[src/rtl/core/cpd_pkg.sv]
// Shared types, codes and helpers for the canonical percent decoder.
`default_nettype none

package cpd_pkg;

    // Widths of the item fields
    localparam int BYTE_W = 8;
    localparam int CODE_W = 3;

    // Queue between the classifier and the decoder
    localparam int QUEUE_DEPTH = 2;
    localparam int PTR_W       = $clog2(QUEUE_DEPTH);
    localparam int CNT_W       = $clog2(QUEUE_DEPTH + 1);

    // Error codes reported with the final byte
    localparam logic [CODE_W-1:0] ERR_NONE     = 3'd0;
    localparam logic [CODE_W-1:0] ERR_NONASCII = 3'd1;
    localparam logic [CODE_W-1:0] ERR_BAD_ESC  = 3'd2;
    localparam logic [CODE_W-1:0] ERR_RESERVED = 3'd3;
    localparam logic [CODE_W-1:0] ERR_NEEDLESS = 3'd4;
    localparam logic [CODE_W-1:0] ERR_BAD_UTF8 = 3'd5;

    // Escape progress
    localparam logic [1:0] ESC_IDLE = 2'd0;
    localparam logic [1:0] ESC_HIGH = 2'd1;
    localparam logic [1:0] ESC_LOW  = 2'd2;

    // Constraint on the second byte of a multibyte sequence
    localparam logic [2:0] RULE_NONE    = 3'd0;
    localparam logic [2:0] RULE_GE_A0   = 3'd1;
    localparam logic [2:0] RULE_LT_A0   = 3'd2;
    localparam logic [2:0] RULE_GE_90   = 3'd3;
    localparam logic [2:0] RULE_LT_90   = 3'd4;

    localparam logic [BYTE_W-1:0] CHAR_PERCENT = 8'h25;
    localparam logic [BYTE_W-1:0] CHAR_TILDE   = 8'h7e;

    // One classified item as it waits in the queue
    typedef struct packed {
        logic [BYTE_W-1:0] data;
        logic              last;
        logic              non_ascii;
        logic              hex_ok;
        logic [3:0]        hex_val;
        logic              is_pct;
        logic              unres;
    } cls_item_t;

    // Unreserved set: A-Z a-z 0-9 - . _ ~
    function automatic logic is_unreserved(input logic [BYTE_W-1:0] c);
        is_unreserved = (c >= 8'h41 && c <= 8'h5a) || (c >= 8'h61 && c <= 8'h7a) ||
                        (c >= 8'h30 && c <= 8'h39) || c == 8'h2d || c == 8'h2e ||
                        c == 8'h5f || c == CHAR_TILDE;
    endfunction

endpackage

`default_nettype wire

[src/rtl/core/cpd_if.sv]
// Valid/ready channel interfaces for the encoded input and decoded output.
`default_nettype none

interface cpd_in_if;
    import cpd_pkg::*;

    logic              valid;
    logic              ready;
    logic [BYTE_W-1:0] in_byte;
    logic              in_last;

    modport source (output valid, output in_byte, output in_last, input ready);
    modport sink   (input valid, input in_byte, input in_last, output ready);
endinterface

interface cpd_out_if;
    import cpd_pkg::*;

    logic              valid;
    logic              ready;
    logic [BYTE_W-1:0] out_byte;
    logic              out_byte_valid;
    logic              done_res;
    logic              ok;
    logic [CODE_W-1:0] error_code;

    modport source (output valid, output out_byte, output out_byte_valid,
                    output done_res, output ok, output error_code, input ready);
    modport sink   (input valid, input out_byte, input out_byte_valid,
                    input done_res, input ok, input error_code, output ready);
endinterface

`default_nettype wire

[src/rtl/core/cpd_front.sv]
// Front end: accepts encoded bytes and classifies each one.
`default_nettype none

module cpd_front (
    cpd_in_if.sink              in_ch,
    input  logic                full,
    output logic                push,
    output cpd_pkg::cls_item_t  push_data
);
    import cpd_pkg::*;

    logic [BYTE_W-1:0] c;
    logic              is_digit;
    logic              is_upper_hex;

    assign c = in_ch.in_byte;

    // Accept whenever the queue has room
    assign in_ch.ready = !full;
    assign push        = in_ch.valid && !full;

    // Classify the byte
    assign is_digit     = (c >= 8'h30) && (c <= 8'h39);
    assign is_upper_hex = (c >= 8'h41) && (c <= 8'h46);

    always_comb
    begin
        push_data.data      = c;
        push_data.last      = in_ch.in_last;
        push_data.non_ascii = c[BYTE_W-1];
        push_data.hex_ok    = is_digit || is_upper_hex;
        push_data.hex_val   = is_digit ? c[3:0] : (c[3:0] + 4'd9);
        push_data.is_pct    = (c == CHAR_PERCENT);
        push_data.unres     = is_unreserved(c);
    end

endmodule

`default_nettype wire

[src/rtl/core/cpd_queue.sv]
// Short queue of classified items between front end and decoder.
`default_nettype none

module cpd_queue (
    input  logic                clk,
    input  logic                rst_n,
    input  logic                push,
    input  cpd_pkg::cls_item_t  push_data,
    output logic                full,
    input  logic                pop,
    output cpd_pkg::cls_item_t  pop_data,
    output logic                empty
);
    import cpd_pkg::*;

    localparam logic [PTR_W-1:0] PTR_LAST = PTR_W'(QUEUE_DEPTH - 1);
    localparam logic [CNT_W-1:0] CNT_FULL = CNT_W'(QUEUE_DEPTH);

    cls_item_t         slot_reg [QUEUE_DEPTH];
    logic [PTR_W-1:0]  wr_ptr_reg;
    logic [PTR_W-1:0]  wr_ptr_next;
    logic [PTR_W-1:0]  rd_ptr_reg;
    logic [PTR_W-1:0]  rd_ptr_next;
    logic [CNT_W-1:0]  count_reg;
    logic [CNT_W-1:0]  count_next;

    assign full     = (count_reg == CNT_FULL);
    assign empty    = (count_reg == '0);
    assign pop_data = slot_reg[rd_ptr_reg];

    // Advance pointers and occupancy
    always_comb
    begin
        wr_ptr_next = wr_ptr_reg;
        rd_ptr_next = rd_ptr_reg;
        count_next  = count_reg;
        if (push)
        begin
            wr_ptr_next = (wr_ptr_reg == PTR_LAST) ? '0 : wr_ptr_reg + PTR_W'(1);
        end
        if (pop)
        begin
            rd_ptr_next = (rd_ptr_reg == PTR_LAST) ? '0 : rd_ptr_reg + PTR_W'(1);
        end
        if (push && !pop)
        begin
            count_next = count_reg + CNT_W'(1);
        end
        else if (pop && !push)
        begin
            count_next = count_reg - CNT_W'(1);
        end
    end

    always_ff @(posedge clk or negedge rst_n)
    begin
        if (!rst_n)
        begin
            wr_ptr_reg <= '0;
            rd_ptr_reg <= '0;
            count_reg  <= '0;
        end
        else
        begin
            wr_ptr_reg <= wr_ptr_next;
            rd_ptr_reg <= rd_ptr_next;
            count_reg  <= count_next;
        end
    end

    // Store the item
    always_ff @(posedge clk)
    begin
        if (push)
        begin
            slot_reg[wr_ptr_reg] <= push_data;
        end
    end

endmodule

`default_nettype wire

[src/rtl/core/cpd_back.sv]
// Back end: escape decoding, UTF-8 checking, error tracking and result register.
`default_nettype none

module cpd_back (
    input  logic                clk,
    input  logic                rst_n,
    input  logic                empty,
    input  cpd_pkg::cls_item_t  pop_data,
    output logic                pop,
    cpd_out_if.source           out_ch
);
    import cpd_pkg::*;

    // Decoder state
    logic [1:0]        esc_reg,    esc_next;
    logic [3:0]        nib_reg,    nib_next;
    logic [1:0]        rem_reg,    rem_next;
    logic [2:0]        rule_reg,   rule_next;
    logic [CODE_W-1:0] ferr_reg,   ferr_next;

    // Result register
    logic              ovalid_reg, ovalid_next;
    logic [BYTE_W-1:0] obyte_reg;
    logic              obv_reg;
    logic              odone_reg;
    logic              ook_reg;
    logic [CODE_W-1:0] ocode_reg;

    logic              can_load;
    logic              has_result;
    logic              emit;
    logic [BYTE_W-1:0] dec;
    logic [BYTE_W-1:0] ubyte;
    logic              feed;
    logic              u_ok;
    logic [1:0]        u_rem;
    logic [2:0]        u_rule;
    logic              rule_fail;
    logic [CODE_W-1:0] err;

    assign can_load = !ovalid_reg || out_ch.ready;
    assign pop      = !empty && can_load;
    assign dec      = {nib_reg, pop_data.hex_val};

    // Pick the byte offered to the UTF-8 checker
    assign ubyte = (esc_reg == ESC_LOW) ? dec : pop_data.data;

    // UTF-8 checker on ubyte
    always_comb
    begin
        u_ok   = 1'b1;
        u_rem  = rem_reg;
        u_rule = rule_reg;
        rule_fail = ((rule_reg == RULE_GE_A0) && (ubyte < 8'ha0)) ||
                    ((rule_reg == RULE_LT_A0) && (ubyte >= 8'ha0)) ||
                    ((rule_reg == RULE_GE_90) && (ubyte < 8'h90)) ||
                    ((rule_reg == RULE_LT_90) && (ubyte >= 8'h90));
        if (rem_reg == 2'd0)
        begin
            if (ubyte[7])
            begin
                u_rule = RULE_NONE;
                if (ubyte >= 8'hc2 && ubyte <= 8'hdf)
                begin
                    u_rem = 2'd1;
                end
                else if (ubyte >= 8'he0 && ubyte <= 8'hef)
                begin
                    u_rem = 2'd2;
                    if (ubyte == 8'he0)
                    begin
                        u_rule = RULE_GE_A0;
                    end
                    else if (ubyte == 8'hed)
                    begin
                        u_rule = RULE_LT_A0;
                    end
                end
                else if (ubyte >= 8'hf0 && ubyte <= 8'hf4)
                begin
                    u_rem = 2'd3;
                    if (ubyte == 8'hf0)
                    begin
                        u_rule = RULE_GE_90;
                    end
                    else if (ubyte == 8'hf4)
                    begin
                        u_rule = RULE_LT_90;
                    end
                end
                else
                begin
                    u_ok = 1'b0;
                end
            end
        end
        else if ((ubyte & 8'hc0) != 8'h80 || rule_fail)
        begin
            u_ok = 1'b0;
        end
        else
        begin
            u_rule = RULE_NONE;
            u_rem  = rem_reg - 2'd1;
        end
    end

    // Step the decoder for the item at the head of the queue
    always_comb
    begin
        esc_next  = esc_reg;
        nib_next  = nib_reg;
        rem_next  = rem_reg;
        rule_next = rule_reg;
        ferr_next = ferr_reg;
        err       = ERR_NONE;
        emit      = 1'b0;
        feed      = 1'b0;
        if (ferr_reg == ERR_NONE)
        begin
            if (pop_data.non_ascii)
            begin
                err = ERR_NONASCII;
            end
            else if (esc_reg != ESC_IDLE)
            begin
                if (!pop_data.hex_ok)
                begin
                    err = ERR_BAD_ESC;
                end
                else if (esc_reg == ESC_HIGH)
                begin
                    nib_next = pop_data.hex_val;
                    esc_next = ESC_LOW;
                end
                else
                begin
                    esc_next = ESC_IDLE;
                    nib_next = 4'd0;
                    if (is_unreserved(dec))
                    begin
                        err = ERR_NEEDLESS;
                    end
                    else
                    begin
                        feed = 1'b1;
                    end
                end
            end
            else if (pop_data.is_pct)
            begin
                esc_next = ESC_HIGH;
            end
            else if (!pop_data.unres)
            begin
                err = ERR_RESERVED;
            end
            else
            begin
                feed = 1'b1;
            end
            if (feed)
            begin
                rem_next  = u_rem;
                rule_next = u_rule;
                if (u_ok)
                begin
                    emit = 1'b1;
                end
                else
                begin
                    err = ERR_BAD_UTF8;
                end
            end
            if (err == ERR_NONE && pop_data.last)
            begin
                if (esc_next != ESC_IDLE)
                begin
                    err = ERR_BAD_ESC;
                end
                else if (rem_next != 2'd0)
                begin
                    err = ERR_BAD_UTF8;
                end
            end
            ferr_next = err;
        end
    end

    assign has_result = emit || pop_data.last;

    // Set, hold or drop the result register's valid flag
    always_comb
    begin
        ovalid_next = ovalid_reg;
        if (pop && has_result)
        begin
            ovalid_next = 1'b1;
        end
        else if (out_ch.ready)
        begin
            ovalid_next = 1'b0;
        end
    end

    always_ff @(posedge clk or negedge rst_n)
    begin
        if (!rst_n)
        begin
            esc_reg    <= ESC_IDLE;
            nib_reg    <= 4'd0;
            rem_reg    <= 2'd0;
            rule_reg   <= RULE_NONE;
            ferr_reg   <= ERR_NONE;
            ovalid_reg <= 1'b0;
        end
        else
        begin
            ovalid_reg <= ovalid_next;
            if (pop)
            begin
                if (pop_data.last)
                begin
                    esc_reg  <= ESC_IDLE;
                    nib_reg  <= 4'd0;
                    rem_reg  <= 2'd0;
                    rule_reg <= RULE_NONE;
                    ferr_reg <= ERR_NONE;
                end
                else
                begin
                    esc_reg  <= esc_next;
                    nib_reg  <= nib_next;
                    rem_reg  <= rem_next;
                    rule_reg <= rule_next;
                    ferr_reg <= ferr_next;
                end
            end
        end
    end

    // Load the result payload
    always_ff @(posedge clk)
    begin
        if (pop && has_result)
        begin
            obyte_reg <= emit ? ubyte : '0;
            obv_reg   <= emit;
            odone_reg <= pop_data.last;
            ook_reg   <= pop_data.last && (ferr_next == ERR_NONE);
            ocode_reg <= pop_data.last ? ferr_next : ERR_NONE;
        end
    end

    assign out_ch.valid          = ovalid_reg;
    assign out_ch.out_byte       = obyte_reg;
    assign out_ch.out_byte_valid = obv_reg;
    assign out_ch.done_res       = odone_reg;
    assign out_ch.ok             = ook_reg;
    assign out_ch.error_code     = ocode_reg;

endmodule

`default_nettype wire

[src/rtl/core/canonical_percent_decoder.sv]
// Top level of the canonical percent decoder with strict UTF-8 checking.
// Usage:
//   in_ch carries one encoded byte per item (in_byte) and in_last on the final
//   byte of a string. out_ch carries results: a decoded byte (out_byte_valid)
//   and, on the final byte, done_res with ok and the first error_code.
//   Bytes that finish nothing (a '%' or first hex digit, anything after an
//   error) give no result.
// Path: an accepted byte is written into the two-entry queue; the decoder pops
//   it from the queue head and loads any result into the result register that
//   drives out_ch.
// Throughput: one item per cycle, sustained while out_ch.ready stays high; the
//   decoder state update for one byte is small next-state logic.
// Stall: while a result waits on a low out_ch.ready it holds; the decoder stops
//   popping and the queue absorbs up to two items before in_ch.ready drops.
// Reset: rst_n empties the queue and clears the decoder state and output valid;
//   the block is ready for a new string on the first cycle after reset.
//   After each final byte all decoder state returns to its reset values.
`default_nettype none

module canonical_percent_decoder (
    input  logic        clk,
    input  logic        rst_n,
    cpd_in_if.sink      in_ch,
    cpd_out_if.source   out_ch
);
    import cpd_pkg::*;

    cls_item_t push_data;
    cls_item_t pop_data;
    logic      push;
    logic      pop;
    logic      full;
    logic      empty;

    cpd_front u_front (
        .in_ch     (in_ch),
        .full      (full),
        .push      (push),
        .push_data (push_data)
    );

    cpd_queue u_queue (
        .clk       (clk),
        .rst_n     (rst_n),
        .push      (push),
        .push_data (push_data),
        .full      (full),
        .pop       (pop),
        .pop_data  (pop_data),
        .empty     (empty)
    );

    cpd_back u_back (
        .clk      (clk),
        .rst_n    (rst_n),
        .empty    (empty),
        .pop_data (pop_data),
        .pop      (pop),
        .out_ch   (out_ch)
    );

endmodule

`default_nettype wire
[src/flat_wrapper.sv]
// flat-port wrapper written by rule: the top's interface ports become plain ports
module canonical_percent_decoder_flat import cpd_pkg::*;
  (clk, rst_n, in_ch_valid, in_ch_in_byte, in_ch_in_last, in_ch_ready, out_ch_valid, out_ch_out_byte, out_ch_out_byte_valid, out_ch_done_res, out_ch_ok, out_ch_error_code, out_ch_ready);
  cpd_in_if in_ch_i ();
  cpd_out_if out_ch_i ();
  input  logic clk;
  input  logic rst_n;
  input wire logic [$bits(in_ch_i.valid)-1:0] in_ch_valid;
  input wire logic [$bits(in_ch_i.in_byte)-1:0] in_ch_in_byte;
  input wire logic [$bits(in_ch_i.in_last)-1:0] in_ch_in_last;
  output wire logic [$bits(in_ch_i.ready)-1:0] in_ch_ready;
  output wire logic [$bits(out_ch_i.valid)-1:0] out_ch_valid;
  output wire logic [$bits(out_ch_i.out_byte)-1:0] out_ch_out_byte;
  output wire logic [$bits(out_ch_i.out_byte_valid)-1:0] out_ch_out_byte_valid;
  output wire logic [$bits(out_ch_i.done_res)-1:0] out_ch_done_res;
  output wire logic [$bits(out_ch_i.ok)-1:0] out_ch_ok;
  output wire logic [$bits(out_ch_i.error_code)-1:0] out_ch_error_code;
  input wire logic [$bits(out_ch_i.ready)-1:0] out_ch_ready;
  assign in_ch_i.valid = in_ch_valid;
  assign in_ch_i.in_byte = in_ch_in_byte;
  assign in_ch_i.in_last = in_ch_in_last;
  assign in_ch_ready = in_ch_i.ready;
  assign out_ch_valid = out_ch_i.valid;
  assign out_ch_out_byte = out_ch_i.out_byte;
  assign out_ch_out_byte_valid = out_ch_i.out_byte_valid;
  assign out_ch_done_res = out_ch_i.done_res;
  assign out_ch_ok = out_ch_i.ok;
  assign out_ch_error_code = out_ch_i.error_code;
  assign out_ch_i.ready = out_ch_ready;
  canonical_percent_decoder u_core (.clk(clk), .rst_n(rst_n), .in_ch(in_ch_i), .out_ch(out_ch_i));
endmodule
[config.mk]
export PLATFORM = sky130hd
export DESIGN_NAME = canonical_percent_decoder_flat
export DESIGN_NICKNAME = d
export VERILOG_FILES = /design/src/rtl/core/cpd_pkg.sv /design/src/rtl/core/cpd_if.sv /design/src/rtl/core/cpd_front.sv /design/src/rtl/core/cpd_queue.sv /design/src/rtl/core/cpd_back.sv /design/src/rtl/core/canonical_percent_decoder.sv /design/src/flat_wrapper.sv
export SDC_FILE = /design/constraint.sdc
export NUM_CORES = 1
export LEC_CHECK = 0
export BUFFER_PORTS_ARGS = -buffer_cell sky130_fd_sc_hd__buf_2
export CORE_AREA = 2 2 95 97
export CTS_CLUSTER_SIZE = 16
export DETAILED_ROUTE_END_ITERATION = 10
export DIE_AREA = 0 0 97 99
export HOLD_SLACK_MARGIN = 0.06
export MAX_ROUTING_LAYER = met4
export PLACE_DENSITY = 0.65
export RECOVER_POWER = 50
export SYNTH_ARGS = -nofsm -noshare
export SYNTH_HDL_FRONTEND = slang
export SYNTH_SLANG_ARGS = --single-unit
[constraint.sdc]
create_clock -name clk -period 4.55 [get_ports clk]
set_clock_uncertainty 0.15 [all_clocks]
set_input_delay 0.2275 -clock clk [delete_from_list [all_inputs] [get_ports clk]]
set_output_delay 0.2275 -clock clk [all_outputs]
set_load 0.005 [all_outputs]
-- Word-level counts from Yosys, hierarchy flattened
Memory sizes are Yosys's and may differ from the RTL's.
Index checks and enable logic that the tools add are counted.
- bits in read-only memories: 0
- memory bits (writable): 34
- output and inout bits: 16
- bits in registers: 33
- memories kept: 1
- latch bits: 0
- shift operators: 0
- $add $sub $neg: 6
- bitwise operators: 0
- multiply operators: 0
- div/mod/pow operators: 0
- mux-type cells: 79
- order comparisons: 23
- eq/ne operators: 24
- reduce and logical (&&, ||, !) cells: 62
- memory list (memory ; words ; bits a word ; rd ports ; clocked after Yosys merged registers in ; write ports ; line ; text):
    u_core.u_queue.slot_reg ; 2 ; 17 ; 1 ; 0 ; 1 ; cpd_queue.sv:19 ; cls_item_t slot_reg [QUEUE_DEPTH];
- operators with widths (operator ; number):
    3-bit 2-to-1 mux ; 24
    2-bit 2-to-1 mux ; 24
    8-bit by 6-bit equality test with 1-bit output (second input constant) ; 5
    8-bit >= comparator (second input constant) ; 5
    8-bit by 7-bit <= comparator with 1-bit output (second input constant) ; 5
    8-bit by 7-bit equality test with 1-bit output (second input constant) ; 4
    8-bit equality test (second input constant) ; 4
    8-bit by 7-bit >= comparator with 1-bit output (second input constant) ; 4
    4-bit 2-to-1 mux ; 7
    8-bit <= comparator (second input constant) ; 3
    1-bit 2-to-1 mux ; 23
    1-bit logical AND ; 21
    1-bit logical OR ; 19
    2-bit nonzero test ; 9
    8-bit by 6-bit >= comparator with 1-bit output (second input constant) ; 2
    8-bit by 6-bit <= comparator with 1-bit output (second input constant) ; 2
    8-bit < comparator (second input constant) ; 2
    5-bit AND reduction ; 2
    3-bit logical NOT ; 3
    8-bit 2-to-1 mux ; 1
    3-bit by 2-bit equality test with 1-bit output (second input constant) ; 2
    3-bit inequality test (second input constant) ; 2
    1-bit logical NOT ; 5
    4-bit adder (second input constant) ; 1
    other kinds (10) ; 15

-- Depth between registers and ports, before layout
Gate-level depths: netlist (run 1).
An unclocked memory read counts as a cell.
- depth after elaboration: 24
- mapped depth: 13
- gate-level depth less buffers: 10

-- Modules after synthesis
A second synthesis (run 1) with hierarchy kept.
- cells, all modules: 328
- area, all modules: 3832.4 um2
- by module, submodules not included (module ; area each (um2) ; instances ; cells an instance ; seq. area each (um2)):
    cpd_back ; 1969.4 ; 1 ; 207 ; 795.8
    cpd_queue ; 1463.9 ; 1 ; 69 ; 1121.1
    cpd_front ; 399.1 ; 1 ; 52 ; 0.0

-- Least setup slack after synthesis (run 1)
Ideal clock, no wire load.
- kind: register to register
- from: reg u_core.u_queue.rd_ptr_reg
- to: reg u_core.u_back.odone_reg (netlist: u_core.u_back.out_ch.done_res), enable pin
- arrival: 2.423 ns
- buffers on the path: 2
- setup time: 0.354 ns
- stages on the path, launching flop included: 13
- data required time: 4.046 ns
- slack: 1.623 ns
- clock period less this slack: 2.927 ns
- path through: dfrtp_1 > buf_6 > buf_6 > nor3_1 > o211ai_1 > o31a_1 > o22ai_1 > nand3b_1 > a21oi_2 > nand2_1 > inv_2 > o21ai_1 > inv_1
- word-level cells in the longest chain between the ends: 19
- ends and longest elaborated chain (what ; line ; text):
    start: declaration ; cpd_queue.sv:22 ; logic [PTR_W-1:0] rd_ptr_reg;
    start signal: assignment ; cpd_queue.sv:66 ; rd_ptr_reg <= rd_ptr_next;
    memory 2 x 17 bit (*) ; n/a ;
    8-bit by 7-bit >= comparator with 1-bit output or 8-bit by 7-bit <= comparator with 1-bit output (tied branches) ; cpd_pkg.sv:51 ; is_unreserved = (c >= 8'h41 && c <= 8'h5a) || (c >= 8'h61 && c <= 8'h7a) ||
    1-bit logical AND ; cpd_pkg.sv:51 ;
    1-bit logical OR (2 in a row) ; cpd_pkg.sv:51 ;
    1-bit logical OR (3 in a row) ; cpd_pkg.sv:52 ; (c >= 8'h30 && c <= 8'h39) || c == 8'h2d || c == 8'h2e ||
    1-bit logical OR ; cpd_pkg.sv:53 ; c == 8'h5f || c == CHAR_TILDE;
    1-bit 2-to-1 mux ; cpd_back.sv:140 ; if (is_unreserved(dec))
    1-bit 2-to-1 mux ; cpd_back.sv:131 ; else if (esc_reg == ESC_HIGH)
    1-bit 2-to-1 mux ; cpd_back.sv:127 ; if (!pop_data.hex_ok)
    1-bit 2-to-1 mux ; cpd_back.sv:125 ; else if (esc_reg != ESC_IDLE)
    1-bit 2-to-1 mux ; cpd_back.sv:121 ; if (pop_data.non_ascii)
    1-bit 2-to-1 mux ; cpd_back.sv:119 ; if (ferr_reg == ERR_NONE)
    1-bit 2-to-1 mux (*) ; cpd_back.sv:162 ; if (feed)
    1-bit 2-to-1 mux (*) ; cpd_back.sv:119 ;
    via u_core.u_back.emit ; cpd_back.sv:31 ; logic emit;
    1-bit logical OR (*) ; cpd_back.sv:190 ; assign has_result = emit || pop_data.last;
    1-bit logical AND (*) ; cpd_back.sv:245 ; if (pop && has_result)
    end signal: assignment ; cpd_back.sv:249 ; odone_reg <= pop_data.last;
    end: declaration ; cpd_back.sv:25 ; logic odone_reg;
The timed path passes the listed nets; every way through them passes the cells marked *. The select of a mux whose other input is x is not followed.
A chain may end at the register's enable or synchronous reset.

-- Worst setup path in the final report (run 1)
- from: reg u_core.u_queue.rd_ptr_reg
- to: reg u_core.u_back.obyte_reg[0] (netlist: u_core.u_back.out_ch.out_byte[0]), enable pin
- word-level cells in the longest chain between the ends: 19
- ends and longest elaborated chain (what ; line ; text):
    memory 2 x 17 bit (*) ; n/a ;
    8-bit by 7-bit >= comparator with 1-bit output or 8-bit by 7-bit <= comparator with 1-bit output (tied branches) ; cpd_pkg.sv:51 ;
    1-bit logical AND ; cpd_pkg.sv:51 ;
    1-bit logical OR (2 in a row) ; cpd_pkg.sv:51 ;
    1-bit logical OR (3 in a row) ; cpd_pkg.sv:52 ;
    1-bit logical OR ; cpd_pkg.sv:53 ;
    1-bit 2-to-1 mux ; cpd_back.sv:140 ;
    1-bit 2-to-1 mux ; cpd_back.sv:131 ;
    1-bit 2-to-1 mux ; cpd_back.sv:127 ;
    1-bit 2-to-1 mux ; cpd_back.sv:125 ;
    1-bit 2-to-1 mux ; cpd_back.sv:121 ;
    1-bit 2-to-1 mux ; cpd_back.sv:119 ;
    1-bit 2-to-1 mux (*) ; cpd_back.sv:162 ;
    1-bit 2-to-1 mux (*) ; cpd_back.sv:119 ;
    via u_core.u_back.emit ; cpd_back.sv:31 ;
    1-bit logical OR (*) ; cpd_back.sv:190 ;
    1-bit logical AND (*) ; cpd_back.sv:245 ;
    end signal: assignment ; cpd_back.sv:247 ; obyte_reg <= emit ? ubyte : '0;
    end: declaration ; cpd_back.sv:23 ; logic [BYTE_W-1:0] obyte_reg;
Marks and branches as above.

==> results of run 1 <==
cell type report:
cell class | count | area, um^2 | area share (%)
multi-input cells | 267 | 1780 | 41.8
well taps | 108 | 135 | 3.18
inverters | 13 | 48.8 | 1.15
clock buffers | 11 | 174 | 4.09
flip-flops and latches | 65 | 1860 | 43.7
repair buffers | 40 | 228 | 5.36
clock inverters | 5 | 32.5 | 0.765
routing by layer:
metal	global-route usage (%)	vias to the layer above	part of all wire [%]
li1	-	1443	-
met1	24.8	1434	45
met5	-	-	0
met2	29.5	134	46
met3	3.40	28	6.1
met4	8.45	0	3.2
Yosys cell counts (8+ instances only):
cell	n	area [um^2]
edfxtp_1	46	1380
a31oi_1	8	50.1
dfrtp_1	19	475
mux2_2	11	124
a21oi_1	10	50.1
o31ai_1	10	75.1
o21ai_0	16	80.1
inv_1	10	37.5
nand2_1	27	101
mux2i_1	14	140
nor2_1	45	169
cell families (layout without fill, tap and decap cells):
kind of cell | Yosys count | after routing | share of synthesized area [%]
compound gates | 92 | 92 | 17.3
buf+inv | 27 | 69 | 3.30
mux | 26 | 26 | 7.63
simple gates | 133 | 133 | 18.1
fa+ha+maj | 6 | 6 | 2.00
flops | 65 | 65 | 49.4
xor+xnor | 10 | 10 | 2.33
worst max-delay path: cells and delay by family (launching register included):
| kind | cells | cell delay, ns |
|---|---|---|
| AO/OA/AOI/OAI | 5 | 1.04 |
| buffers and inverters | 2 | 0.53 |
| flip-flops | 1 | 0.81 |
| multiplexers | 1 | 0.62 |
| AND/OR/NAND/NOR | 2 | 0.42 |
timing repair:
item                                   CTS  global route
hold buffers                             9             0
endpoints found under the hold margin   33             0
buffers inserted                         0             0
power breakdown:
group          switching (W)  internal [W]  leakage (nW)
registers           0.000141      0.000856         0.686
logic               0.000674      0.000430         0.842
clock network       0.000238      0.000264         0.106
metrics by stage:
step	util (%)	hold WS, ns	cells
after detailed placement	46.5	0.0544	484
after global placement	46.5	0.0490	484
after global routing	49.7	0.191	509
after floorplan	-	-0.218	359
after CTS	50.0	0.0685	509
final	49.7	0.184	509
worst max path at each step:
stage	startpoint	to	slack, ns	cells past startpoint
4_1_cts	u_core.u_queue.rd_ptr_reg	u_core.u_back.out_ch.out_byte[6]	0.68	10
2_1_floorplan	u_core.u_queue.rd_ptr_reg	u_core.u_back.out_ch.done_res	1.62	12
3_3_place_gp	u_core.u_queue.rd_ptr_reg	u_core.u_back.out_ch.out_byte[0]	0.87	10
3_5_place_dp	u_core.u_queue.rd_ptr_reg	u_core.u_back.out_ch.out_byte[0]	0.72	10
6_report	u_core.u_queue.rd_ptr_reg	u_core.u_back.out_ch.out_byte[0]	0.61	10
5_1_grt	u_core.u_queue.rd_ptr_reg	u_core.u_back.out_ch.done_res	0.35	10
==> run_results.csv, run 1 <==
group,metric,value,unit
global_routing,track_usage,19.1,%
clock_network,post_cts_resized,0,
layout,diodes,0,
min_path,hold_class,"primary input to flop",
setup_path,r2r_start,"u_core.u_queue.rd_ptr_reg",
setup_path,crit_required,4.39,ns
logic_synthesis,synth-edff-count,46,
power,total_power,0.00260,W
routing,avgViaCountPerCell,5.97,
logic_synthesis,syn_area_per_cell,10.5,um^2
setup_path,endpoint_kind,"flop",
clock_network,cts_buffer_depth,2,
die,dieArea,0.00960,mm^2
sta,clock.fmax,0.253,GHz
routing,wl,8470,um
place,dpl_cell_area,0.00398,mm^2
layout,largest_reg_flops,32,
sta,maxSlewViolCount,0,
sta,relSlewSlack,23.2,%
sta,tightest_slew,1.15,ns
min_path,worstHoldEndpoint,"u_core.u_queue.slot_reg[1][11]",
sta,rsz0062_at_grt,"false",
power,pwr_density_cell,613,mW/mm^2
sta,hold_violations,0,
setup_path,slowest_delay,0.81,ns
flow_run,maxCapViolations,0,
setup_path,crit_fanout,18,
power,vdd_ir_drop_max,213,uV
place,port_buffers,28,
clock_network,cts_buffers,9,
setup_path,critical_path_class,"flop to flop",
setup_path,arrival,3.78,ns
global_routing,grt_max_degree,20,
logic_synthesis,ys_seq_area_share,49.4,%
logic_synthesis,synthCells,359,
clock_network,cts.sinks,65,
clock_network,cts_root_buf,"clkbuf_8",
power,leakagePower,1.63,nW
global_routing,antenna_found_initial,0,
sta,finalCritPeriodShare,86.7,%
routing,first_pass_iters,5,
logic_synthesis,syn_area,0.00376,mm^2
place,gp_congestion,0.978,
routing,first_iter_violations,287,
logic_synthesis,synth_flop_cell,"edfxtp_1",
global_routing,grt_pass1_vias,2853,
global_routing,overflow,0,
sta,fin_crit,3.94,ns
layout,fillCellCount,779,
die,die_w,97,um
logic_synthesis,synthesis.nets,378,
logic_synthesis,synthDistinctLibCells,66,
clock_network,cts_tree,"built",
routing,detail-route-antenna-nets,0,
layout,fin_area,0.00425,mm^2
place,dp_hpwl,6190,um
die,core,0.00855,mm^2
layout,drive_gt1_share,12.2,%
die,rows,34,
die,die_h,99,um
place,pre_cts_ws,0.723,ns
routing,route.detailed.drc,0,
logic_synthesis,synthArstFlopShare,29.2,%
sta,setup_slack,0.605,ns
setup_path,worstPathCellList,"mux2i_1, o211ai_1, o31a_1, o22ai_1, nand3b_1, a21oi_2, nand2_1, inv_2, o21ai_1, inv_1",
setup_path,worst_r2r_endpoint,"u_core.u_back.out_ch.out_byte[0]",
status,outcome,"complete, no violations",
layout,nets,415,
min_path,min_delay_path_depth,1,
min_path,worstHoldStart,"in_ch_in_byte[2]",
die,start_util,43.9,%
setup_path,cp_slowest_cell,"dfrtp_1",
sta,fin_tns_setup,0,ns
routing,wl_per_cell,16.6,um
routing,num_vias,3039,
setup_path,startpoint_type,"flop",
global_routing,grt_pass1_wl,14300,um
clock_network,clkLatencyLatePin,0.35,ns
layout,area_growth,13.2,%
layout,most-common-layout-cells,"edfxtp_1, nor2_1, nand2_1, dfrtp_1, clkbuf_1",
layout,mostFrequentLayoutCell,"edfxtp_1",
clock_network,cts_htree_levels,3,
setup_path,r2r_setup_slack,0.61,ns
die,io_pins,29,
logic_synthesis,yosys_warnings,0,
clock_network,cts.clk_slew.worst_paths,0.08,ns
setup_path,worst_r2r_path_depth,10,
sta,setup_violations,0,
logic_synthesis,ys_seq_elements,65,
Power figures use the tool's default switching activity.
==> run 2, diff against run 1 <==
--- a/config.mk
+++ b/config.mk
@@ -12,7 +12,7 @@
 export DIE_AREA = 0 0 97 99
 export HOLD_SLACK_MARGIN = 0.06
 export MAX_ROUTING_LAYER = met4
-export PLACE_DENSITY = 0.65
+export PLACE_DENSITY = 0.68
 export RECOVER_POWER = 50
 export SYNTH_ARGS = -nofsm -noshare
 export SYNTH_HDL_FRONTEND = slang
==> constraint.sdc (replaced) <==
create_clock -name clk -period 3.4 [get_ports clk]
set_clock_uncertainty 0.15 [all_clocks]
set_input_delay 0.17 -clock clk [delete_from_list [all_inputs] [get_ports clk]]
set_output_delay 0.17 -clock clk [all_outputs]
set_load 0.005 [all_outputs]
==> run 2 against run 1 <==
Final area rose by 2.6%. Fmax rose by 24%. Non-clock buffer count rose by 12. Combinational power grew 45%. First-iteration DRC count fell by 7.0%. Clock-buffer cell count up 3. Via count up 1.1%. Global-route usage down 0.096 points. Worst setup slack got worse by 0.38 ns. Sequential share of layout area decreased by 1.1 points. Critical endpoint is now u_core.u_back.out_ch.error_code[2]. Largest power group unchanged.
==> run_results.csv, run 2 (synthesis gave the netlist of run 1 again) <==
group,metric,value,unit
status,outcome,"complete, no violations",
clock_network,cts_root_buf,"clkbuf_8",
layout,area_growth,16.1,%
die,rows,34,
setup_path,cp_slowest_cell,"or4_1",
global_routing,overflow,0,
clock_network,cts_tree,"built",
power,vdd_ir_drop_max,303,uV
global_routing,antenna_found_initial,0,
place,port_buffers,28,
setup_path,r2r_setup_slack,0.22,ns
global_routing,grt_max_degree,20,
routing,wl_met1,3870,um
sta,setup_violations,0,
layout,nets,427,
routing,first_pass_iters,4,
routing,route.detailed.drc,0,
setup_path,slowest_delay,0.53,ns
die,core,0.00855,mm^2
min_path,hold_class,"flop to flop",
layout,fillCellCount,774,
global_routing,track_usage,19.0,%
die,dieArea,0.00960,mm^2
layout,drive_gt1_share,15.3,%
setup_path,startpoint_type,"flop",
layout,mostFrequentLayoutCell,"edfxtp_1",
layout,final_cells,521,
sta,fin_crit,3.18,ns
routing,avgViaCountPerCell,5.89,
layout,largest_reg_flops,32,
setup_path,endpoint_kind,"flop",
die,io_pins,29,
global_routing,grt_pass1_vias,2934,
routing,wl_per_cell,16.4,um
place,dpl_cell_area,0.00406,mm^2
die,die_h,99,um
sta,finalCritPeriodShare,93.5,%
flow_run,maxCapViolations,0,
clock_network,cts.clk_slew.worst_paths,0.07,ns
layout,most-common-layout-cells,"edfxtp_1, nor2_1, nand2_1, dfrtp_1",
setup_path,worstPathCellList,"buf_4, or4_1, a211o_1, nand4_1, nand2_1, o221ai_1, nand4_1, o21a_1, o31a_1",
clock_network,cts_buffer_depth,2,
sta,fin_tns_setup,0,ns
global_routing,grt_pass1_wl,14200,um
sta,clock.fmax,0.315,GHz
place,place_inst,493,
setup_path,crit_path_frequent_cell,"nand4_1",
routing,wl_met3,342,um
place,dp_hpwl,6300,um
power,leakagePower,1.70,nW
setup_path,crit_required,3.35,ns
routing,num_vias,3071,
routing,detail-route-antenna-nets,0,
routing,wl,8530,um
place,gp_congestion,0.905,
clock_network,cts_buffers,9,
routing,first_iter_violations,267,
sta,rsz0062_at_grt,"false",
routing,met2_length,4160,um
setup_path,arrival,3.12,ns
sta,maxSlewViolCount,0,
power,pwr_density_cell,811,mW/mm^2
clock_network,clkLatencyLatePin,0.34,ns
sta,hold_ws,0.348,ns
setup_path,crit_fanout,17,
routing,highest_layer,"met4",
sta,tightest_slew,1.10,ns
clock_network,cts_htree_levels,3,
layout,diodes,0,
die,die_w,97,um
setup_path,critical_path_class,"flop to flop",
layout,fin_area,0.00436,mm^2
sta,hold_violations,0,
clock_network,cts.sinks,65,
layout,final_core_util,51.0,%
sta,relSlewSlack,26.4,%
die,start_util,43.9,%
==> run 2: cell types whose count changed in the layout (fill, tap and decap cells not counted), sizes merged <==
cell	before	now
clkinvlp	1	0
clkbuf	29	27
buf	13	27
inv	13	11
dlygate4sd3	9	12
==> run 2: worst max-delay path: cells and delay by family, from the launching register on <==
kind	cells	cell delay (ns)
flops	1	0.51
compound gates	4	1.08
simple gates	4	0.97
buf+inv	1	0.24
==> run 2: final cells by class <==
| type | count | area [um^2] | area share, % |
|---|---|---|---|
| inverters | 13 | 48.8 | 1.12 |
| well taps | 108 | 135 | 3.10 |
| clock inverters | 2 | 10.0 | 0.230 |
| repair buffers | 52 | 344 | 7.89 |
| multi-input cells | 267 | 1780 | 40.8 |
| clock buffers | 14 | 184 | 4.22 |
| flip-flops and latches | 65 | 1860 | 42.6 |
==> run 2: power breakdown <==
part           internal [W]  total (W)  switching [W]
sequential          0.00115    0.00132       0.000176
clock              0.000347   0.000623       0.000276
combinational      0.000656    0.00159       0.000933
total               0.00215    0.00354        0.00139
==> run 2: per-stage QoR <==
step	setup WS, ns	total power [W]
finish	0.222	0.00354
CTS	0.156	0.00354
global placement	0.234	0.00287
global route	0.0601	0.00377
detailed placement	0.139	0.00290
floorplan	0.473	0.00240
==> run 2: worst paths after layout <==
kind,depth (start not counted),startpoint,end
worst max-delay path,9,u_core.u_queue.rd_ptr_reg,u_core.u_back.out_ch.error_code[2]
worst min-delay path,1,u_core.u_queue.wr_ptr_reg,u_core.u_queue.wr_ptr_reg
worst max register to register,9,u_core.u_queue.rd_ptr_reg,u_core.u_back.out_ch.error_code[2]
worst min register to register,1,u_core.u_queue.wr_ptr_reg,u_core.u_queue.wr_ptr_reg
max in group asynchronous,2,rst_n,u_core.u_queue.rd_ptr_reg
min in group asynchronous,2,rst_n,u_core.u_back.nib_reg[0]
==> run 2: repair_timing <==
action / in CTS / in global routing
resized for setup: 0 / 2
hold buffers: 12 / 0
endpoints found under the hold margin: 39 / 0
endpoints found under the setup margin: 0 / 16
setup buffers: 0 / 0
==> run 2: routing by layer <==
metal	track usage [%]	up-vias
met5	-	-
met4	8.45	0
met3	3.12	14
met2	31.6	92
met1	23.0	1498
li1	-	1467
==> run 3, diff against run 2 <==
--- a/config.mk
+++ b/config.mk
@@ -5,11 +5,12 @@
 export SDC_FILE = /design/constraint.sdc
 export NUM_CORES = 1
 export LEC_CHECK = 0
+export ABC_AREA = 1
 export BUFFER_PORTS_ARGS = -buffer_cell sky130_fd_sc_hd__buf_2
-export CORE_AREA = 2 2 95 97
+export CORE_AREA = 2 2 96 98
 export CTS_CLUSTER_SIZE = 16
 export DETAILED_ROUTE_END_ITERATION = 10
-export DIE_AREA = 0 0 97 99
+export DIE_AREA = 0 0 98 100
 export HOLD_SLACK_MARGIN = 0.06
 export MAX_ROUTING_LAYER = met4
 export PLACE_DENSITY = 0.68
==> run 3 against run 2 <==
Combinational power up 13%. Highest routed layer unchanged. Global-route usage up 0.72 points. Fmax up 6.5%. Non-clock buffer count down 8. First-iteration DRC count down 28%. Die area up 2.1%. Wire length up 0.79%. Power up 5.9%. Critical path depth up 7. Final cell count up 26%. Hold slack worse by 0.026 ns.
==> run_results.csv, run 3 <==
group,metric,value,unit
logic_synthesis,syn_area,0.00387,mm^2
die,start_util,43.6,%
routing,first_pass_iters,5,
flow_run,maxCapViolations,0,
power,total_power,0.00374,W
global_routing,track_usage,19.7,%
setup_path,startpoint_type,"flop",
routing,num_vias,3300,
clock_network,cts_root_buf,"clkbuf_8",
layout,fin_area,0.00441,mm^2
clock_network,cts_htree_levels,3,
setup_path,worstPathCellList,"inv_6, nand2_1, nand2_1, nand2_1, nand3b_1, nand3_1, nor2_2, nand4_2, nand2_2, nand2_1, nor2_2, inv_2, nand2_1, inv_2, nor2_1, buf_4",
clock_network,clkLatencyLatePin,0.35,ns
logic_synthesis,ys_top_cells_by_area,"edfxtp_1, nand2_1, dfrtp_1, inv_1, nor2_1",
layout,area_growth,13.8,%
layout,diodes,0,
logic_synthesis,synth-edff-count,46,
setup_path,cp_top_family,"simple AND/OR/NAND/NOR gates",
logic_synthesis,synth_largest_area_cell,"edfxtp_1",
sta,rsz0062_at_grt,"false",
logic_synthesis,ys_seq_area_share,47.9,%
clock_network,cts_buffers,9,
place,port_buffers,28,
status,outcome,"complete, no violations",
global_routing,grt_max_degree,20,
setup_path,arrival,2.88,ns
sta,fin_crit,2.98,ns
logic_synthesis,synthCells,491,
logic_synthesis,yosys_warnings,0,
routing,avgViaCountPerCell,5.04,
place,pre_cts_ws,0.428,ns
setup_path,path_buf_inv,4,
routing,wl,8590,um
layout,mostFrequentLayoutCell,"nand2_1",
sta,finalCritPeriodShare,87.8,%
setup_path,critical_path_class,"flop to flop",
setup_path,endpoint_kind,"flop",
setup_path,slowest_delay,0.67,ns
die,core,0.00889,mm^2
power,leakagePower,2.03,nW
sta,hold_violations,0,
power,pwr_density_cell,850,mW/mm^2
clock_network,cts_tree,"built",
die,dieArea,0.00980,mm^2
routing,first_iter_violations,192,
global_routing,antenna_found_initial,0,
sta,relSlewSlack,20.9,%
place,gp_congestion,0.947,
die,io_pins,29,
logic_synthesis,synthArstFlopShare,29.2,%
die,rows,35,
global_routing,grt_pass1_wl,14800,um
logic_synthesis,synthDistinctLibCells,38,
setup_path,crit_path_frequent_cell,"nand2_1",
place,dp_hpwl,6490,um
routing,route.detailed.drc,0,
setup_path,crit_fanout,18,
setup_path,crit_required,3.30,ns
logic_synthesis,syn_area_per_cell,7.89,um^2
setup_path,cp_slowest_cell,"dfrtp_1",
logic_synthesis,ys_seq_elements,65,
routing,detail-route-antenna-nets,0,
sta,clock.fmax,0.335,GHz
clock_network,cts.clk_slew.worst_paths,0.07,ns
layout,largest_reg_flops,32,
logic_synthesis,yosysTopAreaCellShare,35.7,%
power,vdd_ir_drop_max,312,uV
sta,fin_tns_setup,0,ns
clock_network,cts_buffer_depth,2,
layout,most-common-layout-cells,"nand2_1, inv_1, nor2_1, edfxtp_1, nand3_1",
routing,wl_per_cell,13.1,um
sta,setup_violations,0,
die,die_h,100,um
layout,nets,559,
sta,setup_slack,0.416,ns
die,die_w,98,um
logic_synthesis,synthesis.nets,510,
min_path,hold_class,"flop to flop",
logic_synthesis,yosysMostFrequentCell,"nand2_1",
global_routing,overflow,0,
place,dpl_cell_area,0.00412,mm^2
logic_synthesis,ys_top_cells_by_count,"nand2_1, inv_1, nor2_1",
sta,tightest_slew,1.19,ns
layout,drive_gt1_share,12.1,%
logic_synthesis,synth_flop_cell,"edfxtp_1",
global_routing,grt_pass1_vias,3273,
clock_network,cts.sinks,65,
sta,maxSlewViolCount,0,
## run 3: cell count changes in the layout (fill, tap and decap cells not counted), moves of 11 or more
cell     previous run  this run
mux2i_1            13         1
nand2_1            27       147
nand2_2             0        17
mux2_2             11         0
inv_1              10        62
nand3_1             4        33
## run 3: worst register-to-register path, stage by stage (launching register included)
cell and delay (ns):
dfrtp_1 0.67, inv_6 0.14, nand2_1 0.09, nand2_1 0.14, nand2_1 0.14, nand3b_1 0.11, nand3_1 0.08, nor2_2 0.16
nand4_2 0.12, nand2_2 0.14, nand2_1 0.08, nor2_2 0.14, inv_2 0.09, nand2_1 0.08, inv_2 0.05, nor2_1 0.08
buf_4 0.23
## run 3: where the power goes
group / switching [W] / internal (W) / leakage, nW
Sequential: 0.000142 / 0.00116 / 0.685
Combinational: 0.00123 / 0.000555 / 1.24
Clock: 0.000282 / 0.000372 / 0.102
## run 3: cells by family after synthesis
family / share of synthesized area, %
simple gates: 31.8
flops: 47.9
xor+xnor: 1.58
mux: 0.258
buf+inv: 8.89
compound gates: 7.56
fa+ha+maj: 1.94
## run 3: final cells by class
type	instances	area [um^2]
repair buffers	44	259
multi-input cells	346	1670
well taps	111	139
flip-flops and latches	65	1860
inverters	74	284
fillers	862	4480
clock inverters	3	40.0
clock buffers	12	155
## run 3: per-layer routing
layer | up-vias | share of wire, % | GRT usage, % | wire length, um
met1 | 1492 | 44 | 22.5 | 3770
li1 | 1690 | - | - | -
met4 | 0 | 2.5 | 9.08 | 217
met3 | 20 | 4.4 | 4.53 | 376
met5 | - | 0 | - | 0
met2 | 98 | 49 | 33.3 | 4230
## run 3: timing repair
item / 4_1_cts / 5_1_grt
gates resized for setup: 0 / 0
hold buffers: 12 / 0
endpoints found under the setup margin: 0 / 0
endpoints found under the hold margin: 39 / 0
buffers inserted: 0 / 0
## run 3: worst paths after layout
path | start | endpoint | slack, ns | depth (start not counted)
worst min-delay path | u_core.u_queue.count_reg[0] | u_core.u_queue.count_reg[0] | 0.32 | 1
worst min register to register | u_core.u_queue.count_reg[0] | u_core.u_queue.count_reg[0] | 0.32 | 1
min in group asynchronous | rst_n | u_core.u_queue.rd_ptr_reg | 0.43 | 2
worst max register to register | u_core.u_queue.rd_ptr_reg | u_core.u_back.out_ch.out_byte[2] | 0.42 | 16
worst max-delay path | u_core.u_queue.rd_ptr_reg | u_core.u_back.out_ch.out_byte[2] | 0.42 | 16
max in group asynchronous | rst_n | u_core.u_back.ferr_reg[1] | 1.96 | 2
## run 3: metrics by stage
stage / utilization, % / instances / hold slack, ns
floorplan: - / 491 / -0.276
detailed placement: 46.4 / 628 / 0.00341
finish: 49.6 / 655 / 0.321
CTS: 49.9 / 655 / 0.170
global placement: 46.4 / 628 / 0.00674
global route: 49.6 / 655 / 0.371
